File: src/rtl/ddo_pkg.sv
// package for the odometry block: constants and tables
package ddo_pkg;

    localparam int CORDIC_STEPS = 24;
    localparam int STEP_W = $clog2(CORDIC_STEPS + 1);

    localparam logic [47:0] Q48_MAX = 48'h7FFF_FFFF_FFFF;
    localparam logic [47:0] Q48_MIN = 48'h8000_0000_0000;
    localparam logic signed [33:0] CORDIC_X0 = 34'sd652032874;

    localparam logic [1:0] CFG_LEFT  = 2'd0;
    localparam logic [1:0] CFG_RIGHT = 2'd1;
    localparam logic [1:0] CFG_GAIN  = 2'd2;

    function automatic logic [31:0] arc_at(input logic [4:0] i);
        logic [31:0] r;
        begin
            case (i)
                5'd0: r = 32'd536870912;
                5'd1: r = 32'd316933406;
                5'd2: r = 32'd167458907;
                5'd3: r = 32'd85004756;
                5'd4: r = 32'd42667331;
                5'd5: r = 32'd21354465;
                5'd6: r = 32'd10679838;
                5'd7: r = 32'd5340245;
                5'd8: r = 32'd2670163;
                5'd9: r = 32'd1335087;
                5'd10: r = 32'd667544;
                5'd11: r = 32'd333772;
                5'd12: r = 32'd166886;
                5'd13: r = 32'd83443;
                5'd14: r = 32'd41722;
                5'd15: r = 32'd20861;
                5'd16: r = 32'd10430;
                5'd17: r = 32'd5215;
                5'd18: r = 32'd2608;
                5'd19: r = 32'd1304;
                5'd20: r = 32'd652;
                5'd21: r = 32'd326;
                5'd22: r = 32'd163;
                5'd23: r = 32'd81;
                5'd24: r = 32'd41;
                5'd25: r = 32'd20;
                5'd26: r = 32'd10;
                5'd27: r = 32'd5;
                5'd28: r = 32'd3;
                5'd29: r = 32'd1;
                5'd30: r = 32'd1;
                default: r = 32'd0;
            endcase
            return r;
        end
    endfunction

endpackage

File: src/rtl/ddo_cordic.sv
// iterative rotation-mode cordic, one micro-rotation per cycle
module ddo_cordic
    import ddo_pkg::*;
(
    input  logic                clk,
    input  logic                rst_n,
    input  logic                start,
    input  logic [31:0]         angle,
    output logic                done,
    output logic signed [33:0]  cos_out,
    output logic signed [33:0]  sin_out
);

    logic signed [33:0] x_reg, x_next, y_reg, y_next;
    logic signed [32:0] z_reg, z_next;
    logic [STEP_W-1:0]  step_reg, step_next;
    logic               busy_reg, busy_next, flip_reg, flip_next;
    logic               done_reg, done_next;
    logic [31:0]        folded;
    logic               flip_in;
    logic signed [33:0] xs, ys;
    logic signed [32:0] arc;

    always_comb
    begin
        flip_in = angle[31] ^ angle[30];
        folded = flip_in ? angle + 32'h8000_0000 : angle;
        xs = x_reg >>> step_reg;
        ys = y_reg >>> step_reg;
        arc = $signed({1'b0, arc_at(5'(step_reg))});
        x_next = x_reg;
        y_next = y_reg;
        z_next = z_reg;
        step_next = step_reg;
        busy_next = busy_reg;
        flip_next = flip_reg;
        done_next = 1'b0;
        if (start)
        begin
            x_next = CORDIC_X0;
            y_next = '0;
            z_next = {folded[31], folded};
            step_next = '0;
            busy_next = 1'b1;
            flip_next = flip_in;
        end
        else if (busy_reg)
        begin
            if (!z_reg[32])
            begin
                x_next = x_reg - ys;
                y_next = y_reg + xs;
                z_next = z_reg - arc;
            end
            else
            begin
                x_next = x_reg + ys;
                y_next = y_reg - xs;
                z_next = z_reg + arc;
            end
            step_next = step_reg + 1'b1;
            if (step_reg == STEP_W'(CORDIC_STEPS - 1))
            begin
                busy_next = 1'b0;
                done_next = 1'b1;
            end
        end
    end

    always_ff @(posedge clk or negedge rst_n)
    begin
        if (!rst_n)
        begin
            busy_reg <= 1'b0;
            done_reg <= 1'b0;
            step_reg <= '0;
        end
        else
        begin
            busy_reg <= busy_next;
            done_reg <= done_next;
            step_reg <= step_next;
        end
    end

    always_ff @(posedge clk)
    begin
        x_reg <= x_next;
        y_reg <= y_next;
        z_reg <= z_next;
        flip_reg <= flip_next;
    end

    assign done = done_reg;
    assign cos_out = flip_reg ? -x_reg : x_reg;
    assign sin_out = flip_reg ? -y_reg : y_reg;

endmodule

File: config.mk
export PLATFORM = sky130hd
export DESIGN_NAME = ddo_cordic
export DESIGN_NICKNAME = d
export VERILOG_FILES = /design/src/rtl/ddo_pkg.sv /design/src/rtl/ddo_cordic.sv
export SDC_FILE = /design/constraint.sdc
export NUM_CORES = 1
export LEC_CHECK = 0
export BUFFER_PORTS_ARGS = -buffer_cell sky130_fd_sc_hd__buf_2
export CORE_MARGIN = 2
export CORE_UTILIZATION = 55
export DETAILED_ROUTE_END_ITERATION = 7
export GPL_ROUTABILITY_DRIVEN = 0
export GPL_TIMING_DRIVEN = 0
export PLACE_DENSITY = 0.73
export REMOVE_ABC_BUFFERS = 1
export SYNTH_ARGS = -nofsm -noshare
export SYNTH_HDL_FRONTEND = slang
export SYNTH_SLANG_ARGS = --single-unit
File: constraint.sdc
create_clock -name clk -period 10.4 [get_ports clk]
set_input_delay 2.08 -clock clk [delete_from_list [all_inputs] [get_ports clk]]
set_output_delay 2.08 -clock clk [all_outputs]
set_load 0.1 [all_outputs]
==> out/qor.yml <==
synthesis:
  post_synth_instance_area_mm2: 0.01862
  synthArstFlopShare: 0.06422
  postSynthRegisterBits: 109
  netlist_instances: 2304
  yosys.area.top_type_share: 0.08708
  synth.area.top_cells: "mux4_2, ha_1, dfxtp_1"
  ys_types: 106
  synth-main-ff-cell: "dfxtp_1"
  avgSynthCellArea_um2: 8.082
  yosysSeqAreaShare: 0.1373
  yosysWarnings: 0
  synth.largest_area_cell: "mux4_2"
  synth_edf_count: 34
floorplanning:
  core_area_mm2: 0.03345
  dieHeight_um: 188.0
  chipWidth_um: 188.0
  start_util: 0.5567
  die-area_mm2: 0.03535
  rows: 67
  io_pins: 104
clock_network:
  holdBufCountCts: 0
  insertion_delay_ns: 0.40
  cts_resized: 0
  clockRootBuffer: "clkbuf_16"
  cts_setup_buffers: 0
  clk_pin_slew_worst_paths_ns: 0.08
  ctsLongestPathBuffers: 2
  h-tree-depth: 3
  cts_tree: "yes"
  cts_buffers: 9
  clock_sinks: 109
finish:
  syn_to_final_growth_pct: 3.279
  drive_gt1_frac: 0.1422
  diodes: 0
  layout.nets: 2386
  post-route-util: 0.5750
placement:
  place_hpwl_um: 43150
  pre_cts_ws_ns: 2.604
  io_buffers: 103
timing:
  fin_skew_ns: 0.01060
  finalHoldViolCount: 0
  relSlewSlack: 0.1889
  fin_crit_sh: 0.7661
  worstMarginPinSlew_ns: 1.217
  finalWorstPathRequiredPeriod_ns: 7.967
  timing.final.ws_setup_ns: 2.433
  setup_viol: 0
  fin_tns_setup_ns: 0
  max_freq_mhz: 125.5
  slew_violations: 0
  rsz0062_at_grt: "no"
setup_path:
  critical_path.max_stage_delay_ns: 0.83
  cp_data_arrival_time_ns: 8.31
  cp.required_ns: 10.74
  cp-start-kind: "flop"
  worstPathMaxFanout: 47
  critical_path_class: "reg -> reg"
  path_delay_family: "compound AO/OA/AOI/OAI gates"
  slowest_stage: "dfrtp_2"
  crit_buf_inv: 2
  r2r_slack_ns: 2.43
  critPathMostFrequentCell: "a21oi_1"
  crit_path_end_kind: "flop"
  path_cells: "buf_12 -> clkinv_2 -> mux2i_1 -> o221ai_1 -> a221oi_2 -> nand3_2 -> nor4_4 -> and3_2 -> a21oi_1 -> xor2_1 -> ha_1 -> a21oi_1 -> nor2b_1 -> a2111oi_0 -> and3_1 -> o311ai_0 -> a311oi_1 -> o31ai_1 -> o22a_1 -> or4_1 -> nand4_1"
route:
  drtIter0Drc: 2331
  dr.pass1.iters: 8
  post_drt_via_cell_ratio: 6.841
  drt-total-wl_um: 59150
  post-route-drc-count: 0
  wl_per_cell_um: 21.98
  ant_nets: 0
  route.vias.total: 18410
grt:
  overflow: 0
  grt.total_usage: 0.3267
  antenna_found_initial: 1
  grt_pass1_vias: 17170
  grt_pass1_wl_um: 92630
  grt_max_degree: 89
outcome:
  status: "complete, no violations"
flow_run:
  maxCapViolCount: 0
worst_hold_path:
  min_path_type: "reg -> reg"
-- per-stage QoR --
step                      hold slack [ns]  cell area, µm²  cells
after floorplan                    0.5010           17470   2110
after global placement             0.5406           18550   2661
after detailed placement           0.5522           18930   2675
after CTS                          0.5677           19220   2691
after global routing               0.5961           19230   2691
final                              0.5598           19230   2691
-- cell families (layout without fill, tap and decap cells) --
| kind of cell | Yosys count | count (layout) | synth area share |
|---|---|---|---|
| and+or+nand+nor | 713 | 713 | 0.1875 |
| AOI/OAI and AO/OA | 678 | 678 | 0.2378 |
| buffers and inverters | 244 | 183 | 0.07189 |
| xor gates and xnor gates | 226 | 226 | 0.1063 |
| muxes | 221 | 221 | 0.1820 |
| adders and majority gates | 113 | 113 | 0.07714 |
| DFF | 109 | 109 | 0.1373 |
-- per-layer routing --
metal | global-route usage | vias up | share of wire
met1 | 0.3932 | 8670 | 0.39
met3 | 0.07992 | 233 | 0.099
met5 | 0 | - | 0
li1 | - | 8472 | -
met4 | 0.1856 | 0 | 0.062
met2 | 0.5329 | 1033 | 0.45
-- worst reg2reg max path: stages (launching register included) --
cell and delay, ns:
dfrtp_2 0.83, buf_12 0.33, clkinv_2 0.69, mux2i_1 0.54, o221ai_1 0.21, a221oi_2 0.53
nand3_2 0.22, nor4_4 0.59, and3_2 0.36, a21oi_1 0.10, xor2_1 0.29, ha_1 0.35
a21oi_1 0.18, nor2b_1 0.06, a2111oi_0 0.38, and3_1 0.29, o311ai_0 0.25, a311oi_1 0.62
o31ai_1 0.20, o22a_1 0.26, or4_1 0.51, nand4_1 0.10
-- Yosys cell counts, drive strengths merged (21+ instances only) --
| library cell | count |
|---|---|
| a21o | 45 |
| nor3 | 46 |
| a21oi | 172 |
| mux4 | 84 |
| xor2 | 76 |
| clkbuf | 102 |
| and2 | 23 |
| and3 | 23 |
| mux2i | 87 |
| ha | 110 |
| edfxtp | 34 |
| inv | 47 |
| o211ai | 23 |
| nor2b | 26 |
| mux2 | 50 |
| a211oi | 30 |
| nand2b | 24 |
| a31oi | 27 |
| buf | 92 |
| o21a | 21 |
| nand2 | 211 |
| dfxtp | 68 |
| nor2 | 211 |
| o21ai | 158 |
| nand3 | 32 |
| o31ai | 37 |
| xnor2 | 150 |
-- final cells by class --
cell class / count / area, µm²
multi-input cells: 1951 / 14740
fillers: 3022 / 14220
flip-flops and latches: 109 / 2575
repair buffers: 117 / 880.8
well taps: 448 / 560.5
clock buffers: 10 / 239.0
inverters: 50 / 188.9
clock inverters: 6 / 47.55
-- worst paths after layout --
check	start	to	cells after the start
worst max-delay path	step_reg[3]$_DFFE_PN0P_	x_reg[33]$_SDFFE_PP0P_	21
min in group asynchronous	rst_n	step_reg[1]$_DFFE_PN0P_	1
max in group asynchronous	rst_n	step_reg[2]$_DFFE_PN0P_	1
worst max register to register	step_reg[3]$_DFFE_PN0P_	x_reg[33]$_SDFFE_PP0P_	21
worst min-delay path	y_reg[0]$_SDFFE_PP0P_	y_reg[0]$_SDFFE_PP0P_	2
worst min register to register	y_reg[0]$_SDFFE_PP0P_	y_reg[0]$_SDFFE_PP0P_	2
-- layout by cell type, fill, tap and decap left out, drive strengths merged, types with 15 or more instances in the layout --
master	instances
nor3	46
and3	23
o211ai	23
a211oi	30
a31oi	27
or4	18
o21bai	16
nand4	15
nor2	211
mux4	84
and2	23
nand2	211
o21a	21
inv	48
mux2i	87
a21o	45
edfxtp	34
buf	117
nand2b	24
mux2	50
ha	110
a221oi	15
xnor2	150
xor2	76
or2	20
nand3	32
o22ai	18
a21oi	172
nor2b	26
dfxtp	68
o21ai	158
o31ai	37
Power is left out: the tool's default activity adds up to more than one toggle a clock period on the data nets, which glitch-free logic cannot reach.
